$ cat src/rtl/mexp_pkg.sv
// Shared types and constants for the modular exponentiation block.
// Depends on nothing; every other file in rtl uses it by scoped names.
package mexp_pkg;

  // Datapath width; only the low Width bits of each input field take part.
  localparam int unsigned Width  = 64;
  // Width of the fields as they travel on the ports.
  localparam int unsigned FieldW = 64;
  // Bit counter width of the serial multiplier (counts Width-1 down to 0).
  localparam int unsigned CntW   = $clog2(Width);

  typedef struct packed {
    logic [FieldW-1:0] base_value;
    logic [FieldW-1:0] exponent_value;
    logic [FieldW-1:0] modulus_value;
  } mexp_in_t;

  typedef struct packed {
    logic [FieldW-1:0] power_result;
    logic              modulus_error;
  } mexp_out_t;

  // Status of one serial modular multiplier.
  typedef struct packed {
    logic busy;
    logic done;
  } mexp_mul_stat_t;

endpackage

$ cat src/rtl/mexp_mulmod.sv
// Bit-serial modular multiplier: p = (a * b) mod m, one bit of b per cycle.
// Depends on mexp_pkg. Needs a < m; b may hold any value.
module mexp_mulmod (
  input  logic                        clk_i,
  input  logic                        rst_ni,
  input  logic                        start_i,
  input  logic [mexp_pkg::Width-1:0]  a_i,
  input  logic [mexp_pkg::Width-1:0]  b_i,
  input  logic [mexp_pkg::Width-1:0]  m_i,
  output mexp_pkg::mexp_mul_stat_t    stat_o,
  output logic [mexp_pkg::Width-1:0]  p_o
);

  logic [mexp_pkg::Width-1:0] acc_q, acc_d;
  logic [mexp_pkg::Width-1:0] b_q;
  logic [mexp_pkg::CntW-1:0]  cnt_q;
  logic                       busy_q;
  logic                       done_q;

  logic [mexp_pkg::Width:0]   dbl;
  logic [mexp_pkg::Width:0]   m_ext;
  logic [mexp_pkg::Width-1:0] dbl_red;
  logic [mexp_pkg::Width:0]   sum;
  logic [mexp_pkg::Width:0]   sum_red;

  // Doubling then conditional add, each followed by one compare and subtract.
  // The accumulator stays below m throughout, so one subtraction suffices.
  always_comb begin
    m_ext   = {1'b0, m_i};
    dbl     = {acc_q, 1'b0};
    dbl_red = (dbl >= m_ext) ? mexp_pkg::Width'(dbl - m_ext)
                             : dbl[mexp_pkg::Width-1:0];
    sum     = {1'b0, dbl_red} + {1'b0, a_i};
    sum_red = (sum >= m_ext) ? (sum - m_ext) : sum;
    acc_d   = b_q[mexp_pkg::Width-1] ? sum_red[mexp_pkg::Width-1:0] : dbl_red;
  end

  always_ff @(posedge clk_i or negedge rst_ni) begin
    if (!rst_ni) begin
      busy_q <= 1'b0;
      done_q <= 1'b0;
      cnt_q  <= '0;
    end else begin
      done_q <= 1'b0;
      if (start_i) begin
        busy_q <= 1'b1;
        cnt_q  <= mexp_pkg::CntW'(mexp_pkg::Width - 1);
      end else if (busy_q) begin
        cnt_q <= cnt_q - 1'b1;
        if (cnt_q == '0) begin
          busy_q <= 1'b0;
          done_q <= 1'b1;
        end
      end
    end
  end

  always_ff @(posedge clk_i) begin
    if (start_i) begin
      acc_q <= '0;
      b_q   <= b_i;
    end else if (busy_q) begin
      acc_q <= acc_d;
      b_q   <= {b_q[mexp_pkg::Width-2:0], 1'b0};
    end
  end

  assign stat_o.busy = busy_q;
  assign stat_o.done = done_q;
  assign p_o         = acc_q;

endmodule

$ cat src/rtl/modular_exponentiation.sv
// Top level of the modular exponentiation block: sequencer and two serial
// multipliers. Depends on mexp_pkg and mexp_mulmod.
//
// A transaction is taken when start is high while busy is low; it carries a
// base, an exponent and a modulus, of which the low 64 bits are used. The
// block answers each transaction with exactly one result, held on result_o
// for the single cycle in which result_valid_o is high; the receiver cannot
// hold it off, so it must take the result in that cycle. A zero modulus
// gives power_result 0 with modulus_error set, and a zero exponent gives 1;
// both answer in the cycle after acceptance and leave busy low, so a new
// transaction may follow at once. Otherwise the base is first reduced modulo
// the modulus, then the exponent is scanned from its least significant bit
// upward: on each bit the running base is squared and, when the bit is set,
// the accumulator is multiplied by it, both multiplications running side by
// side. Each modular multiplication walks one bit of its multiplier per cycle.
// busy stays high from acceptance until the result is presented.
module modular_exponentiation (
  input  logic                clk_i,
  input  logic                rst_ni,
  input  logic                start,
  output logic                busy,
  input  mexp_pkg::mexp_in_t  data_i,
  output logic                result_valid_o,
  output mexp_pkg::mexp_out_t result_o
);

  localparam logic [2:0] StIdle     = 3'd0;
  localparam logic [2:0] StRedGo    = 3'd1;
  localparam logic [2:0] StRedWait  = 3'd2;
  localparam logic [2:0] StStepGo   = 3'd3;
  localparam logic [2:0] StStepWait = 3'd4;

  logic [2:0]                 state_q, state_d;
  logic [mexp_pkg::Width-1:0] base_q, base_d;
  logic [mexp_pkg::Width-1:0] exp_q, exp_d;
  logic [mexp_pkg::Width-1:0] mod_q, mod_d;
  logic [mexp_pkg::Width-1:0] acc_q, acc_d;
  mexp_pkg::mexp_out_t        result_q, result_d;
  logic                       result_valid_q, result_valid_d;

  logic                       reducing;
  logic [mexp_pkg::Width-1:0] one_red;
  logic                       mul_start, sq_start;
  logic [mexp_pkg::Width-1:0] mul_a, mul_b;
  logic [mexp_pkg::Width-1:0] mul_p, sq_p;
  mexp_pkg::mexp_mul_stat_t   mul_stat, sq_stat;

  // The first unit does double duty: it reduces the incoming base (as
  // (1 mod m) * base) and later forms accumulator times base. The second
  // unit only squares the base. Operands come straight from the registers,
  // which hold still while the units run.
  assign reducing = (state_q == StRedGo) || (state_q == StRedWait);
  assign one_red  = (mod_q == mexp_pkg::Width'(1)) ? '0 : mexp_pkg::Width'(1);
  assign mul_a    = reducing ? one_red : base_q;
  assign mul_b    = reducing ? base_q  : acc_q;

  mexp_mulmod u_mul (
    .clk_i   (clk_i),
    .rst_ni  (rst_ni),
    .start_i (mul_start),
    .a_i     (mul_a),
    .b_i     (mul_b),
    .m_i     (mod_q),
    .stat_o  (mul_stat),
    .p_o     (mul_p)
  );

  mexp_mulmod u_sq (
    .clk_i   (clk_i),
    .rst_ni  (rst_ni),
    .start_i (sq_start),
    .a_i     (base_q),
    .b_i     (base_q),
    .m_i     (mod_q),
    .stat_o  (sq_stat),
    .p_o     (sq_p)
  );

  always_comb begin
    state_d        = state_q;
    base_d         = base_q;
    exp_d          = exp_q;
    mod_d          = mod_q;
    acc_d          = acc_q;
    result_d       = result_q;
    result_valid_d = 1'b0;
    mul_start      = 1'b0;
    sq_start       = 1'b0;

    unique case (state_q)
      StIdle: begin
        if (start) begin
          base_d = data_i.base_value[mexp_pkg::Width-1:0];
          exp_d  = data_i.exponent_value[mexp_pkg::Width-1:0];
          mod_d  = data_i.modulus_value[mexp_pkg::Width-1:0];
          acc_d  = mexp_pkg::Width'(1);
          if (data_i.modulus_value[mexp_pkg::Width-1:0] == '0) begin
            // Zero modulus: flagged, answer is zero whatever the exponent.
            result_d.power_result  = '0;
            result_d.modulus_error = 1'b1;
            result_valid_d         = 1'b1;
          end else if (data_i.exponent_value[mexp_pkg::Width-1:0] == '0) begin
            // Zero exponent gives one with no reduction, even for modulus one.
            result_d.power_result  = mexp_pkg::FieldW'(1);
            result_d.modulus_error = 1'b0;
            result_valid_d         = 1'b1;
          end else begin
            state_d = StRedGo;
          end
        end
      end
      StRedGo: begin
        mul_start = 1'b1;
        state_d   = StRedWait;
      end
      StRedWait: begin
        if (mul_stat.done) begin
          base_d  = mul_p;
          state_d = StStepGo;
        end
      end
      StStepGo: begin
        mul_start = exp_q[0];
        sq_start  = 1'b1;
        state_d   = StStepWait;
      end
      StStepWait: begin
        // The squaring unit always runs and any multiplication starts with it, so
        // the squaring unit's finish marks the end of the step.
        if (sq_stat.done) begin
          base_d = sq_p;
          exp_d  = exp_q >> 1;
          if (exp_q[0]) begin
            acc_d = mul_p;
          end
          if (exp_q[mexp_pkg::Width-1:1] == '0) begin
            result_d.power_result  = mexp_pkg::FieldW'(exp_q[0] ? mul_p : acc_q);
            result_d.modulus_error = 1'b0;
            result_valid_d         = 1'b1;
            state_d                = StIdle;
          end else begin
            state_d = StStepGo;
          end
        end
      end
      default: begin
        state_d = StIdle;
      end
    endcase
  end

  always_ff @(posedge clk_i or negedge rst_ni) begin
    if (!rst_ni) begin
      state_q        <= StIdle;
      result_valid_q <= 1'b0;
    end else begin
      state_q        <= state_d;
      result_valid_q <= result_valid_d;
    end
  end

  always_ff @(posedge clk_i) begin
    base_q   <= base_d;
    exp_q    <= exp_d;
    mod_q    <= mod_d;
    acc_q    <= acc_d;
    result_q <= result_d;
  end

  assign busy           = (state_q != StIdle);
  assign result_valid_o = result_valid_q;
  assign result_o       = result_q;

  // The squaring unit only finishes while the sequencer is waiting on a step.
  assert property (@(posedge clk_i) disable iff (!rst_ni)
    sq_stat.done |-> (state_q == StStepWait))
    else $error("squaring unit finished outside a step");

  // The units never run while the block reports itself idle.
  assert property (@(posedge clk_i) disable iff (!rst_ni)
    !busy |-> (!mul_stat.busy && !sq_stat.busy))
    else $error("multiplier running while idle");

  // An error result always carries a zero power.
  assert property (@(posedge clk_i) disable iff (!rst_ni)
    (result_valid_o && result_o.modulus_error) |-> (result_o.power_result == '0))
    else $error("error result with nonzero power");

  // A result follows either an immediate answer from idle or the last step.
  assert property (@(posedge clk_i) disable iff (!rst_ni)
    result_valid_o |-> ($past(state_q) == StIdle || $past(state_q) == StStepWait))
    else $error("result strobe from an unexpected state");

endmodule

$ cat config.mk
export PLATFORM = sky130hd
export DESIGN_NAME = modular_exponentiation
export DESIGN_NICKNAME = d
export VERILOG_FILES = /design/src/rtl/mexp_pkg.sv /design/src/rtl/mexp_mulmod.sv /design/src/rtl/modular_exponentiation.sv
export SDC_FILE = /design/constraint.sdc
export NUM_CORES = 2
export LEC_CHECK = 0
export ABC_CLOCK_PERIOD_IN_PS = 9900
export BUFFER_PORTS_ARGS = -buffer_cell sky130_fd_sc_hd__clkbuf_2
export CAP_MARGIN = 10
export CELL_PAD_IN_SITES_DETAIL_PLACEMENT = 1
export CELL_PAD_IN_SITES_GLOBAL_PLACEMENT = 2
export CORE_ASPECT_RATIO = 1.2
export CORE_UTILIZATION = 40
export CTS_BUF_LIST = sky130_fd_sc_hd__clkbuf_8
export DETAILED_ROUTE_END_ITERATION = 6
export PLACE_DENSITY_LB_ADDON = 0.25
export SYNTH_ARGS = -nofsm -noshare
export SYNTH_HDL_FRONTEND = slang
export SYNTH_SLANG_ARGS = --single-unit
export TNS_END_PERCENT = 1
$ cat constraint.sdc
create_clock -name clk_i -period 9.9 [get_ports clk_i]
set_clock_uncertainty 0.05 [all_clocks]
set_input_delay 1.485 -clock clk_i [delete_from_list [all_inputs] [get_ports clk_i]]
set_output_delay 1.485 -clock clk_i [all_outputs]
set_load 0.1 [all_outputs]
# Word level (Yosys, flattened, before mapping)

Index checks and enable logic that the tools add are counted.

Add/sub/neg operators: 8
Order comparisons: 4
Equal/unequal tests: 12
Muxes and demuxes: 61
Reductions and logical operators: 17

Operators with widths:

| operator                                              | count |
|---|---|
| two-way mux 64 bit                                    | 20 |
| two-way mux 65 bit                                    | 5 |
| greater-or-equal comparator 65 x 64 -> 1 bit          | 4 |
| case mux 64 bit (2 select lines)                      | 2 |
| subtractor 64 bit                                     | 4 |
| case mux 64 bit (3 select lines)                      | 1 |
| adder 64 x 64 -> 65 bit                               | 2 |
| case mux 65 bit (2 select lines)                      | 1 |
| zero test 64 bit                                      | 2 |
| == test 64 x 1 -> 1 bit, second input constant        | 1 |
| zero test 63 bit                                      | 1 |
| two-way mux 6 bit                                     | 4 |
| two-way mux 1 bit                                     | 19 |
| two-way mux 3 bit                                     | 5 |
| case mux 3 bit (5 select lines)                       | 1 |
| zero test 6 bit                                       | 2 |
| subtractor 6 x 1 -> 6 bit, second input constant      | 2 |
| AND reduction 5 bit                                   | 2 |
| inequality test 2 bit, second input constant          | 4 |
| == test 3 x 2 -> 1 bit, second input constant         | 2 |
| nonzero test 2 bit                                    | 3 |
| nonzero test 3 bit                                    | 2 |
| inequality test 2 x 1 -> 1 bit, second input constant | 2 |
| case mux 1 bit (2 select lines)                       | 2 |
| other kinds (9)                                       | 9 |

Flip-flop bits (word level): 597
Input bits: 195
Logic and storage cells: 120

# Logic depth before layout (Yosys ltp)

Depth after elaboration: 7
Mapped depth: 44
Gate-level depth less buffers: 37

# Cells and area by module

A second synthesis with hierarchy kept.

Cells, all modules: 6,194
Area, all modules: 52,844.4 um^2

By module, submodules not included:

| module                 | times used | cells an instance | area each (um^2) |
|---|---|---|---|
| mexp_mulmod at u_mul   | 1          | 2,575             | 19,417.4 |
| mexp_mulmod at u_sq    | 1          | 2,476             | 18,710.4 |
| modular_exponentiation | 1          | 1,143             | 14,716.6 |

# Worst setup path before layout

No wires, ideal clock.

Kind: input -> register
Start: in start
End: reg acc_q[0] (netlist name) (enable)
Arrival time: 8.645 ns
Setup slack: 0.719 ns
Stages on the path: 3
Path buffers: 0
Path through: nand2_1 -> nor3_1 -> a21o_1

Cells in the longest elaborated chain, start to end: 2

Ends and longest elaborated chain:

| item                            | RTL line                      | text |
|---|---|---|
| start, declared                 | modular_exponentiation.sv:20  | `input logic start,` |
| inequality test 2 bit (no line) | n/a                           |  |
| AND reduction 3 bit (no line)   | n/a                           |  |
| end signal, assigned            | modular_exponentiation.sv:166 | `acc_q <= acc_d;` |
| end, declared                   | modular_exponentiation.sv:37  | `logic [mexp_pkg::Width-1:0] acc_q, acc_d;` |

Every way passes these cells.
A chain may end at the register's enable or synchronous reset.

# Worst setup path after layout

Start: reg mod_q[1] (netlist name)
End: reg u_mul.acc_q (netlist bit u_mul.p_o[62])

Cells in the longest elaborated chain, start to end: 7
Elaborated cells on any way between the ends: 11

Ends and longest elaborated chain:

| item                                                            | RTL line                      | text |
|---|---|---|
| start, declared                                                 | modular_exponentiation.sv:36  | `logic [mexp_pkg::Width-1:0] mod_q, mod_d;` |
| start signal, assigned                                          | modular_exponentiation.sv:165 | `mod_q <= mod_d;` |
| branches (longest 6 deep; another with adder 64 x 64 -> 65 bit) | n/a                           |  |
| two-way mux 64 bit (*)                                          | mexp_mulmod.sv:35             | `acc_d = b_q[mexp_pkg::Width-1] ? sum_red[mexp_pkg::Width-1:0] : dbl_red;` |
| end signal, assigned                                            | mexp_mulmod.sv:60             | `acc_q <= '0;` |
| end signal, assigned                                            | mexp_mulmod.sv:63             | `acc_q <= acc_d;` |
| end, declared                                                   | mexp_mulmod.sv:14             | `logic [mexp_pkg::Width-1:0] acc_q, acc_d;` |

Every way passes the cells marked *.

==> flow_summary.json <==
{
  "clkTransAtPathRegs_ns": 0.07,
  "layout_setup_ws_ns": 0.100,
  "post-synth-top-area-cell": "edfxtp_1",
  "use_met3": 0.0776,
  "endpoint": "u_mul.p_o[62]",
  "cpLargestDelayFamily": "compound AO/OA/AOI/OAI gates",
  "cp.arrival_ns": 10.53,
  "r2r_slack_ns": 0.10,
  "worst_r2r_path_depth": 41,
  "syn_inst": 6078,
  "path_class": "register to register",
  "grt_pass1_vias": 55700,
  "syn_area_um2": 50900,
  "synth_top_area_frac": 0.265,
  "ir_worst_vdd_mv": 0.117,
  "cts_buffer_depth": 3,
  "clock_latency_ns": 0.91,
  "drive_above_1_share": 0.245,
  "coreArea_um2": 126000,
  "cp_num_cells": 41,
  "cap_viol_max_count": 0,
  "vias": 54600,
  "crit_buf_inv": 10,
  "grtUsageMet2": 0.660,
  "rows": 143,
  "antenna_found_initial": 13,
  "min_from": "u_mul.cnt_q[0]",
  "synth_edf_count": 449,
  "port_buffers": 261,
  "start_util": 0.402,
  "yosys_warnings": 0,
  "slew_viol_final": 0,
  "drcViolationCount": 0,
  "ys_ff_latch": 597,
  "status": "finished, final reports clean",
  "root_buffer": "clkbuf_8",
  "min_path_type": "register to register",
  "hold_buffers": 0,
  "ys_async_sr_fraction": 0.0335,
  "use_met1": 0.466,
  "crit_path_frequent_cell": "buf_4",
  "crit_path_start": "mod_q[1]",
  "critPathSlowestCell": "o31ai_1",
  "wirelength_mm": 271,
  "fmax_mhz": 102,
  "die_w_um": 328,
  "cts.sinks": 597,
  "nets": 7757,
  "synth.area.top_cells": "edfxtp_1 (26%), ha_1 (9.5%), nand2_1 (7.6%), dfxtp_1 (5.0%), a21oi_1 (4.9%)",
  "synthToLayoutAreaGrowth_pct": 26.6,
  "ys.flop_type": "edfxtp_1",
  "rsz0062_at_grt": "true",
  "end_kind": "register",
  "synth_nets": 6667,
  "fin_crit_sh": 0.990,
  "grt.overflow.total": 0,
  "finalSetupTns_ns": 0,
  "wl_per_cell_um": 30.4,
  "worstSetupStartpointType": "register",
  "p_per_area_nw_per_um2": 85.9,
  "post-place-ws_ns": -1.51,
  "top_usage_layer": "met2",
  "htree_levels": 3,
  "finalWeightedCongestion": 1.06,
  "cts_tree": "done",
  "worstMarginPinSlew_ns": 1.33,
  "crit_fanout": 6,
  "cp.required_ns": 10.63,
  "grt_max_degree": 85,
  "dieHeight_um": 393,
  "synth_seq_area_share": 0.325,
  "antenna_left": 0,
  "p_leak_nw": 30.4,
  "ios": 262,
  "cpPeakStageDelay_ns": 0.75,
  "synth.avg_cell_area_um2": 8.37,
  "grt_pass1_wl_mm": 384,
  "finalSetupViolCount": 0,
  "synth_common_cells": "nand2_1 (1,025), a21oi_1 (495), edfxtp_1 (449), nor2_1 (392), ha_1 (388)",
  "cts_buffers": 110,
  "period_minus_slack_ns": 9.80,
  "dp_hpwl_mm": 217,
  "track_usage": 0.412,
  "synth.most_common_cell": "nand2_1",
  "firstDrtPassIters": 6,
  "hold_viol_final": 0,
  "via_per_inst": 6.10,
  "yosysUniqueCellTypes": 112,
  "relSlewSlack": 0.111,
  "r2r-end": "u_mul.p_o[62]",
  "r2r_start": "mod_q[1]",
  "first_iter_violations": 4629,
  "die_area_um2": 129000
}
==> worst min path at each step <==
stage                           endpoint  slack, ns  depth (start not counted)
after floorplan             u_sq.p_o[63]       0.40                          2
after global placement    u_mul.cnt_q[0]       0.43                          2
after detailed placement   u_sq.cnt_q[5]       0.44                          2
after CTS                 u_mul.cnt_q[0]       0.47                          2
after global routing      u_mul.cnt_q[0]       0.48                          2
final                     u_mul.cnt_q[0]       0.46                          2
==> where the power goes <==
group | internal [mW] | switching, mW | leakage (nW)
logic | 0.0345 | 0.0518 | 23.6
registers | 2.66 | 0 | 5.40
clock network | 1.48 | 1.30 | 1.36
total | 4.18 | 1.35 | 30.4
==> cells by family (layout without fill, tap and decap cells) <==
logic type,after synthesis,after routing,share of synthesized area
and+or+nand+nor,2134,2134,0.191
AOI/OAI and AO/OA,1847,1847,0.237
DFF,597,597,0.325
buffers and inverters,525,1713,0.0415
adders and majority gates,394,394,0.0978
xor gates and xnor gates,350,350,0.0602
muxes,231,231,0.0475
other,0,8,0
==> layout make-up <==
| class | instances | area [µm²] |
|---|---|---|
| diodes | 8 | 20.0 |
| clock buffers | 118 | 1620 |
| clock inverters | 92 | 811 |
| fillers | 15200 | 62100 |
| inverters | 197 | 742 |
| multi-input cells | 4956 | 33100 |
| flip-flops and latches | 597 | 16500 |
| well taps | 1667 | 2090 |
| repair buffers | 1306 | 9470 |
==> routing by layer <==
metal  routed length [µm]  share of wire
met1               103000           0.38
met3                18000          0.066
met2               122000           0.45
met5                   55        0.00020
met4                27900           0.10
==> repair_timing <==
item	in CTS	in global routing
buffers inserted	5	15
gates resized for setup	56	111
cloned	0	1
pin swaps	13	38
setup endpoints to repair	117	128
==> flip-flops by register name, indices dropped and copies added (netlist names), 3 cells and up <==
signal       count
u_mul.b_q       64
mod_q           64
u_sq.b_q        64
acc_q           64
exp_q           64
u_sq.cnt_q       6
result_o        65
base_q          64
u_mul.p_o       64
u_sq.p_o        64
u_mul.cnt_q      6
state_q          3
==> worst register-to-register path, delay by kind of cell, from the launching register on <==
family	cells	cell delay, ns
adders and majority gates	3	0.86
and+or+nand+nor	7	1.56
muxes	2	0.46
AOI/OAI and AO/OA	18	4.59
DFF	1	0.38
buffers and inverters	10	1.49
xor gates and xnor gates	1	0.25
==> per-stage QoR <==
step | std cells | instance area (µm²) | hold WS (ns) | power (mW) | util
3_3_place_gp | 8701 | 61000 | 0.435 | 2.80 | 0.482
5_1_grt | 8936 | 64400 | 0.484 | 5.66 | 0.509
4_1_cts | 8917 | 63700 | 0.470 | 5.56 | 0.504
3_5_place_dp | 8702 | 61000 | 0.444 | 2.80 | 0.482
2_1_floorplan | 6078 | 50900 | 0.401 | 2.73 | -
6_report | 8941 | 64400 | 0.463 | 5.53 | 0.509
==> placed cells by master (no fill, tap or decap), types with 76 or more instances in the layout <==
cell,count
a21o_1,253
a21oi_1,479
a22oi_1,79
a31oi_1,81
buf_4,1018
clkbuf_2,261
clkbuf_8,118
dfxtp_1,128
edfxtp_1,449
ha_1,379
inv_1,224
mux2_2,83
mux2i_1,145
nand2_1,1021
nand3_1,98
nand4_1,122
nor2_1,385
nor2b_1,120
nor4_1,76
o21ai_0,361
xnor2_1,238
xor2_1,103
(Power assumes the default switching activity.)
